File: config.mk
export PLATFORM = sky130hd
export DESIGN_NAME = key_protected_watchdog
export DESIGN_NICKNAME = d
export VERILOG_FILES = /design/src/design/kpwdg_pkg.sv /design/src/design/kpwdg_core.sv /design/src/design/key_protected_watchdog.sv
export SDC_FILE = /design/constraint.sdc
export NUM_CORES = 1
export LEC_CHECK = 0
export ABC_AREA = 1
export BUFFER_PORTS_ARGS = -buffer_cell sky130_fd_sc_hd__buf_2
export CAP_MARGIN = 20
export CORE_MARGIN = 5
export CORE_UTILIZATION = 60
export DETAILED_ROUTE_END_ITERATION = 7
export PLACE_DENSITY = 0.9
export SLEW_MARGIN = 10
export SYNTH_ARGS = -nofsm -noshare
export SYNTH_HDL_FRONTEND = slang
export SYNTH_HIERARCHICAL = 1
export SYNTH_SLANG_ARGS = --single-unit
File: constraint.sdc
create_clock -name clk -period 3.5 [get_ports clk]
set_input_delay 0.7 -clock clk [delete_from_list [all_inputs] [get_ports clk]]
set_output_delay 0.7 -clock clk [all_outputs]
set_load 0.01 [all_outputs]
File: src/design/kpwdg_pkg.sv
// Package for the key protected watchdog: request and response word types,
// bus mode codes, key values and the prescaler period function.
// Depends on nothing; used by kpwdg_core and key_protected_watchdog.
package kpwdg_pkg;

  typedef struct packed {
    logic [2:0]  mode;
    logic [15:0] write_data;
  } kpwdg_req_t;

  typedef struct packed {
    logic [1:0]  status_bits;
    logic [11:0] count_value;
    logic        is_running;
    logic        watchdog_reset;
  } kpwdg_rsp_t;

  localparam logic [2:0] MODE_KEY      = 3'd0;
  localparam logic [2:0] MODE_PRESCALE = 3'd1;
  localparam logic [2:0] MODE_RELOAD   = 3'd2;
  localparam logic [2:0] MODE_STATUS   = 3'd3;
  localparam logic [2:0] MODE_TICK     = 3'd4;

  localparam logic [15:0] KEY_UNLOCK = 16'h5555;
  localparam logic [15:0] KEY_RELOAD = 16'hAAAA;
  localparam logic [15:0] KEY_START  = 16'hCCCC;

  localparam logic [2:0] PRESCALE_TOP_CODE = 3'd6;

  localparam int ST_PVU = 0;
  localparam int ST_RVU = 1;

  // Divider period is 4 << code; the two top codes share the longest period.
  function automatic logic [8:0] divider_period(input logic [2:0] code);
    logic [2:0] c;
    c = (code > PRESCALE_TOP_CODE) ? PRESCALE_TOP_CODE : code;
    return 9'(9'd4 << c);
  endfunction

endpackage

File: src/design/kpwdg_core.sv
// Watchdog state and the combinational step logic for one bus access or tick.
// Depends on kpwdg_pkg.
module kpwdg_core #(
  parameter int SYNC_TICKS  = 3,
  parameter int RELOAD_BITS = 12
) (
  input  logic               clk,
  input  logic               rst,
  input  logic               step,
  input  kpwdg_pkg::kpwdg_req_t req,
  output kpwdg_pkg::kpwdg_rsp_t rsp
);
  import kpwdg_pkg::*;

  localparam logic [3:0]             SyncLoad    = 4'(SYNC_TICKS);
  localparam logic [RELOAD_BITS-1:0] ResetReload = RELOAD_BITS'(32'h0FFF);

  logic                   running,         running_next;
  logic                   write_unlocked,  write_unlocked_next;
  logic [2:0]             prescale_active, prescale_active_next;
  logic [2:0]             prescale_pending, prescale_pending_next;
  logic [RELOAD_BITS-1:0] reload_active,   reload_active_next;
  logic [RELOAD_BITS-1:0] reload_pending,  reload_pending_next;
  logic [RELOAD_BITS-1:0] down_counter,    down_counter_next;
  logic [7:0]             divider_count,   divider_count_next;
  logic [3:0]             prescale_sync_left, prescale_sync_left_next;
  logic [3:0]             reload_sync_left,   reload_sync_left_next;
  logic                   expired;

  always_comb begin
    running_next            = running;
    write_unlocked_next     = write_unlocked;
    prescale_active_next    = prescale_active;
    prescale_pending_next   = prescale_pending;
    reload_active_next      = reload_active;
    reload_pending_next     = reload_pending;
    down_counter_next       = down_counter;
    divider_count_next      = divider_count;
    prescale_sync_left_next = prescale_sync_left;
    reload_sync_left_next   = reload_sync_left;
    expired                 = 1'b0;

    unique case (req.mode)
      MODE_KEY: begin
        if (req.write_data == KEY_UNLOCK) begin
          write_unlocked_next = 1'b1;
        end else begin
          write_unlocked_next = 1'b0;
          if (req.write_data == KEY_RELOAD) begin
            down_counter_next = reload_active;
          end else if (req.write_data == KEY_START) begin
            running_next = 1'b1;
          end
        end
      end
      MODE_PRESCALE: begin
        if (write_unlocked) begin
          prescale_pending_next   = req.write_data[2:0];
          prescale_sync_left_next = SyncLoad;
        end
      end
      MODE_RELOAD: begin
        if (write_unlocked) begin
          reload_pending_next   = req.write_data[RELOAD_BITS-1:0];
          reload_sync_left_next = SyncLoad;
        end
      end
      MODE_TICK: begin
        // Pending values land first, so this tick already uses them.
        if (prescale_sync_left != 4'd0) begin
          prescale_sync_left_next = prescale_sync_left - 4'd1;
          if (prescale_sync_left == 4'd1) begin
            prescale_active_next = prescale_pending;
          end
        end
        if (reload_sync_left != 4'd0) begin
          reload_sync_left_next = reload_sync_left - 4'd1;
          if (reload_sync_left == 4'd1) begin
            reload_active_next = reload_pending;
          end
        end
        if (running) begin
          if ({1'b0, divider_count} + 9'd1 >= divider_period(prescale_active_next)) begin
            divider_count_next = 8'd0;
            if (down_counter <= RELOAD_BITS'(1)) begin
              expired           = 1'b1;
              down_counter_next = reload_active_next;
            end else begin
              down_counter_next = down_counter - RELOAD_BITS'(1);
            end
          end else begin
            divider_count_next = divider_count + 8'd1;
          end
        end
      end
      default: begin
      end
    endcase
  end

  always_comb begin
    rsp.status_bits[ST_PVU] = (prescale_sync_left_next != 4'd0);
    rsp.status_bits[ST_RVU] = (reload_sync_left_next != 4'd0);
    rsp.count_value         = 12'(down_counter_next);
    rsp.is_running          = running_next;
    rsp.watchdog_reset      = expired;
  end

  always_ff @(posedge clk) begin
    if (rst) begin
      running            <= 1'b0;
      write_unlocked     <= 1'b0;
      prescale_active    <= 3'd0;
      prescale_pending   <= 3'd0;
      reload_active      <= ResetReload;
      reload_pending     <= ResetReload;
      down_counter       <= ResetReload;
      divider_count      <= 8'd0;
      prescale_sync_left <= 4'd0;
      reload_sync_left   <= 4'd0;
    end else if (step) begin
      running            <= running_next;
      write_unlocked     <= write_unlocked_next;
      prescale_active    <= prescale_active_next;
      prescale_pending   <= prescale_pending_next;
      reload_active      <= reload_active_next;
      reload_pending     <= reload_pending_next;
      down_counter       <= down_counter_next;
      divider_count      <= divider_count_next;
      prescale_sync_left <= prescale_sync_left_next;
      reload_sync_left   <= reload_sync_left_next;
    end
  end

`ifndef ASSERT_OFF
  a_expire_on_tick: assert property (@(posedge clk) disable iff (rst)
    step && expired |-> req.mode == MODE_TICK)
    else $error("watchdog reset flagged on a step that is not a tick");

  a_expire_reloads: assert property (@(posedge clk) disable iff (rst)
    step && expired |=> down_counter == reload_active)
    else $error("counter did not reload from the active value on expiry");

  a_running_sticks: assert property (@(posedge clk) disable iff (rst)
    running |=> running)
    else $error("running cleared without reset");

  a_sync_bound: assert property (@(posedge clk) disable iff (rst)
    prescale_sync_left <= SyncLoad && reload_sync_left <= SyncLoad)
    else $error("sync count above its load value");

  a_idle_holds: assert property (@(posedge clk) disable iff (rst)
    !step |=> $stable(down_counter) && $stable(divider_count))
    else $error("counter state changed without an accepted word");
`endif

endmodule

File: src/design/key_protected_watchdog.sv
// Top level of the key protected watchdog: request/response handshake and
// the response register. Depends on kpwdg_pkg and kpwdg_core.
//
// Every request word (key, prescaler or reload write, status read, or one
// slow-clock tick) is processed in the cycle it is accepted and yields one
// response word in the next cycle from the response register. The block takes
// one word per cycle; it stalls requests only while a held response is itself
// stalled, since the single response register is the only buffer.
module key_protected_watchdog #(
  parameter int SYNC_TICKS  = 3,
  parameter int RELOAD_BITS = 12
) (
  input  logic                  clk,
  input  logic                  rst,
  input  logic                  req_valid,
  output logic                  req_stall,
  input  kpwdg_pkg::kpwdg_req_t req,
  output logic                  rsp_valid,
  input  logic                  rsp_stall,
  output kpwdg_pkg::kpwdg_rsp_t rsp
);
  import kpwdg_pkg::*;

  logic       accept;
  kpwdg_rsp_t step_rsp;

  assign req_stall = rsp_valid && rsp_stall;
  assign accept    = req_valid && !req_stall;

  kpwdg_core #(
    .SYNC_TICKS  (SYNC_TICKS),
    .RELOAD_BITS (RELOAD_BITS)
  ) u_core (
    .clk  (clk),
    .rst  (rst),
    .step (accept),
    .req  (req),
    .rsp  (step_rsp)
  );

  always_ff @(posedge clk) begin
    if (rst) begin
      rsp_valid <= 1'b0;
    end else if (accept) begin
      rsp_valid <= 1'b1;
    end else if (!rsp_stall) begin
      rsp_valid <= 1'b0;
    end
  end

  always_ff @(posedge clk) begin
    if (accept) begin
      rsp <= step_rsp;
    end
  end

endmodule
==> results.py <==
metrics = {
    "routing": {
        "drt_iter0_markers": 331,
        "drtAntennaViolNets": 0,
        "routedWlPerCell_um": 14.6,
        "vias": 4667,
        "drc": 0,
        "wirelength_um": 12000,
        "avgViaCountPerCell": 5.66,
        "drtPass1Iterations": 5,
    },
    "sta": {
        "maxSlewViolCount": 0,
        "fin_tns_setup_ns": 0,
        "hold_violations": 0,
        "final.setup_skew_ns": 0.0103,
        "max_freq_mhz": 322,
        "min_period_over_period_pct": 88.8,
        "slew_headroom_pct": 60.9,
        "setup_viol": 0,
        "rsz0062_at_grt": "no",
        "fin_crit_ns": 3.11,
        "fin_hold_ws_ns": 0.478,
        "max_slew.worst_pin.slew_ns": 0.586,
    },
    "clock_tree": {
        "cts_buffers": 9,
        "clk_pin_slew_ns": 0.08,
        "cts_tree": "built",
        "clk_path_buf_depth": 2,
        "cts.sinks": 77,
        "ctsHoldBuffers": 0,
        "cts_setup_buffers": 0,
        "root_buffer": "clkbuf_8",
        "htreeDepth": 3,
        "cts_resized": 0,
        "clock_latency_ns": 0.35,
    },
    "synth": {
        "yosysTopAreaCellShare_pct": 26.0,
        "synth_edf_count": 16,
        "synth_cell_types": 35,
        "yosys-top-cells-count": "nand2_1 (184), inv_1 (91), dfxtp_1 (61)",
        "postSynthCellCount": 687,
        "ys.flop_type": "dfxtp_1",
        "synth.net_count": 726,
        "synth_seq_cells": 77,
        "synth.avg_cell_area_sq_um": 6.83,
        "yosys_warnings": 6,
        "netlist_area_sq_um": 4690,
        "ys_seq_area_share_pct": 36.3,
        "async_flop_share_pct": 0,
        "yosys-top-cells-area": "dfxtp_1 (26%), nand2_1 (15%), edfxtp_1 (10%), inv_1 (7.3%), a21oi_1 (6.4%)",
        "yosysMostFrequentCell": "nand2_1",
        "synth_largest_area_cell": "dfxtp_1",
    },
    "setup_path": {
        "r2r_slack_ns": 0.39,
        "setup.worst_path.end_class": "flip-flop",
        "crit_fanout": 13,
        "start_kind": "flip-flop",
        "worstRegToRegCells": 17,
        "r2r-start": "u_core/prescale_sync_left[0]$_SDFFE_PP0P_",
        "path_class": "flip-flop to flip-flop",
        "cp_cell_sequence": "inv_1, ha_1, nand3b_1, o21ai_0, inv_1, nand3_1, ha_1, nand2_1, inv_1, a21oi_2, nand2_2, nand2_4, nor2_1, nand2_1, nand2_1, nand2_1, nand2_1",
        "slowest_delay_ns": 0.40,
        "path_common_cell": "nand2_1",
        "cp_data_required_time_ns": 3.60,
        "reg2reg_to": "rsp[11]$_DFFE_PP_",
        "slowest_stage": "dfxtp_1",
        "cp.arrival_ns": 3.21,
    },
    "global_route": {
        "grt_overflow": 0,
        "grt_pass1_wl_um": 19700,
        "grt_pass1_vias": 4215,
        "grt_antenna_before_repair": 0,
        "grt_max_degree": 43,
        "grt_usage_pct": 24.5,
    },
    "hold_path": {
        "min_to": "u_core/reload_pending[3]$_SDFFE_PP1P_",
        "hp-class": "flip-flop to flip-flop",
        "holdPathStages": 2,
        "hp-start": "u_core/reload_pending[3]$_SDFFE_PP1P_",
    },
    "power_and_ir_drop": {
        "power_density_nw_per_um2": 396,
        "design_power_total_mw": 2.05,
        "peakVddDrop_mv": 0.181,
        "leakagePower_nw": 2.55,
    },
    "die": {
        "die_h_um": 98.4,
        "core_sq_um": 7690,
        "start_util_pct": 61.1,
        "io_pins": 41,
        "rows": 32,
        "dieArea_sq_um": 9690,
        "dieWidth_um": 98.4,
    },
    "outcome": {
        "outcome": "finished, final reports clean",
    },
    "layout": {
        "diodes": 0,
        "fill_cells": 674,
        "areaGrowthSynthToFinish_pct": 9.94,
        "num-nets-final": 757,
        "drive_above_1_share_pct": 13.7,
    },
    "placement": {
        "port_buffers": 40,
        "place.gp.congestion": 0.967,
        "dp_hpwl_um": 8700,
    },
    "run": {
        "cap_violations": 0,
    },
}
[placed cells by master, fill, tap and decap left out]
cell | netlist | routed
nand2_1 | 184 | 184
inv_1 | 91 | 91
dfxtp_1 | 61 | 61
a21oi_1 | 60 | 60
nor2_1 | 55 | 55
buf_2 | 5 | 40
nand3_1 | 38 | 38
o21ai_0 | 37 | 37
edfxtp_1 | 16 | 16
ha_1 | 16 | 16
nand4_1 | 14 | 14
o211ai_1 | 14 | 14
clkbuf_8 | 0 | 13
nand2_2 | 10 | 10
o21ai_1 | 10 | 10
nor2_2 | 7 | 7
xor2_1 | 7 | 7
nor2_4 | 5 | 5
nor4_1 | 5 | 5
nor3_1 | 5 | 5
inv_2 | 4 | 4
buf_4 | 5 | 4
nand2_4 | 4 | 4
a21oi_2 | 3 | 3
nand3_2 | 3 | 3
a22oi_1 | 3 | 3
nor3_2 | 2 | 2
xnor2_1 | 2 | 2
a31oi_1 | 2 | 2
a211oi_1 | 2 | 2
clkinv_2 | 0 | 1
bufinv_16 | 0 | 1
clkbuf_16 | 0 | 1
o21ai_2 | 1 | 1
nand3b_1 | 1 | 1
clkinv_1 | 1 | 1
[per-layer routing]
layer  up-vias  track usage (%)  wire [um]
met5         -                0          0
met4         0             7.98        189
met3        23             4.60       1110
met2       218             38.5       5400
met1      2135             34.3       5320
li1       2291                -          -
[registers in the layout, indices dropped and copies added, names as in the netlist]
register	cells
u_core/reload_active	12
u_core/prescale_sync_left	4
u_core/down_counter	12
u_core/reload_sync_left	4
u_core/write_unlocked	1
rsp_valid	1
rsp	16
u_core/divider_count	8
u_core/reload_pending	12
u_core/prescale_active	3
u_core/prescale_pending	3
u_core/running	1
[power by group]
part | internal [mW] | total, mW | switching (mW)
sequential | 0.950 | 0.987 | 0.0368
clock | 0.450 | 0.766 | 0.316
combinational | 0.0983 | 0.293 | 0.194
total | 1.50 | 2.05 | 0.547
[worst max path at each step]
| stage | slack [ns] | from | to | cells after the start |
|---|---|---|---|---|
| 2_1_floorplan | 0.73 | u_core/prescale_sync_left[0]$_SDFFE_PP0P_ | rsp[6]$_DFFE_PP_ | 16 |
| 3_3_place_gp | 0.58 | u_core/prescale_sync_left[0]$_SDFFE_PP0P_ | rsp[4]$_DFFE_PP_ | 15 |
| 3_5_place_dp | 0.46 | u_core/prescale_sync_left[0]$_SDFFE_PP0P_ | rsp[11]$_DFFE_PP_ | 17 |
| 4_1_cts | 0.42 | u_core/prescale_sync_left[0]$_SDFFE_PP0P_ | rsp[11]$_DFFE_PP_ | 17 |
| 5_1_grt | 0.05 | u_core/prescale_sync_left[0]$_SDFFE_PP0P_ | rsp[11]$_DFFE_PP_ | 17 |
| 6_report | 0.39 | u_core/prescale_sync_left[0]$_SDFFE_PP0P_ | rsp[11]$_DFFE_PP_ | 17 |
[through the flow]
stage | worst slack, ns | cell area (sq um) | instances | utilization [%]
after floorplan | 0.732 | 4690 | 687 | -
after global placement | 0.581 | 4920 | 809 | 64.0
after detailed placement | 0.456 | 4920 | 809 | 64.0
after CTS | 0.424 | 5160 | 825 | 67.1
after global routing | 0.0499 | 5160 | 825 | 67.1
final | 0.392 | 5160 | 825 | 67.1
[area by class of cell]
type | count | area, sq um | area share [%]
clock inverters | 2 | 35.0 | 0.679
clock buffers | 14 | 204 | 3.95
repair buffers | 44 | 230 | 4.46
multi-input cells | 490 | 2500 | 48.5
inverters | 96 | 360 | 6.98
flip-flops and latches | 77 | 1700 | 33.0
well taps | 102 | 128 | 2.47
[cell families after synthesis]
logic type | count (synthesis) | share of synthesized area, %
buf+inv | 120 | 10.5
simple gates | 333 | 31.9
flops | 77 | 36.3
xor+xnor | 9 | 1.68
fa+ha+maj | 16 | 4.27
compound gates | 132 | 15.5
[critical path: cells and delay by family (launching register included)]
family | cells | cell delay, ns
adders and majority gates | 2 | 0.46
AOI/OAI and AO/OA | 2 | 0.59
DFF | 1 | 0.40
buffers and inverters | 3 | 0.28
and+or+nand+nor | 10 | 1.11
(Power assumes the default switching activity.)
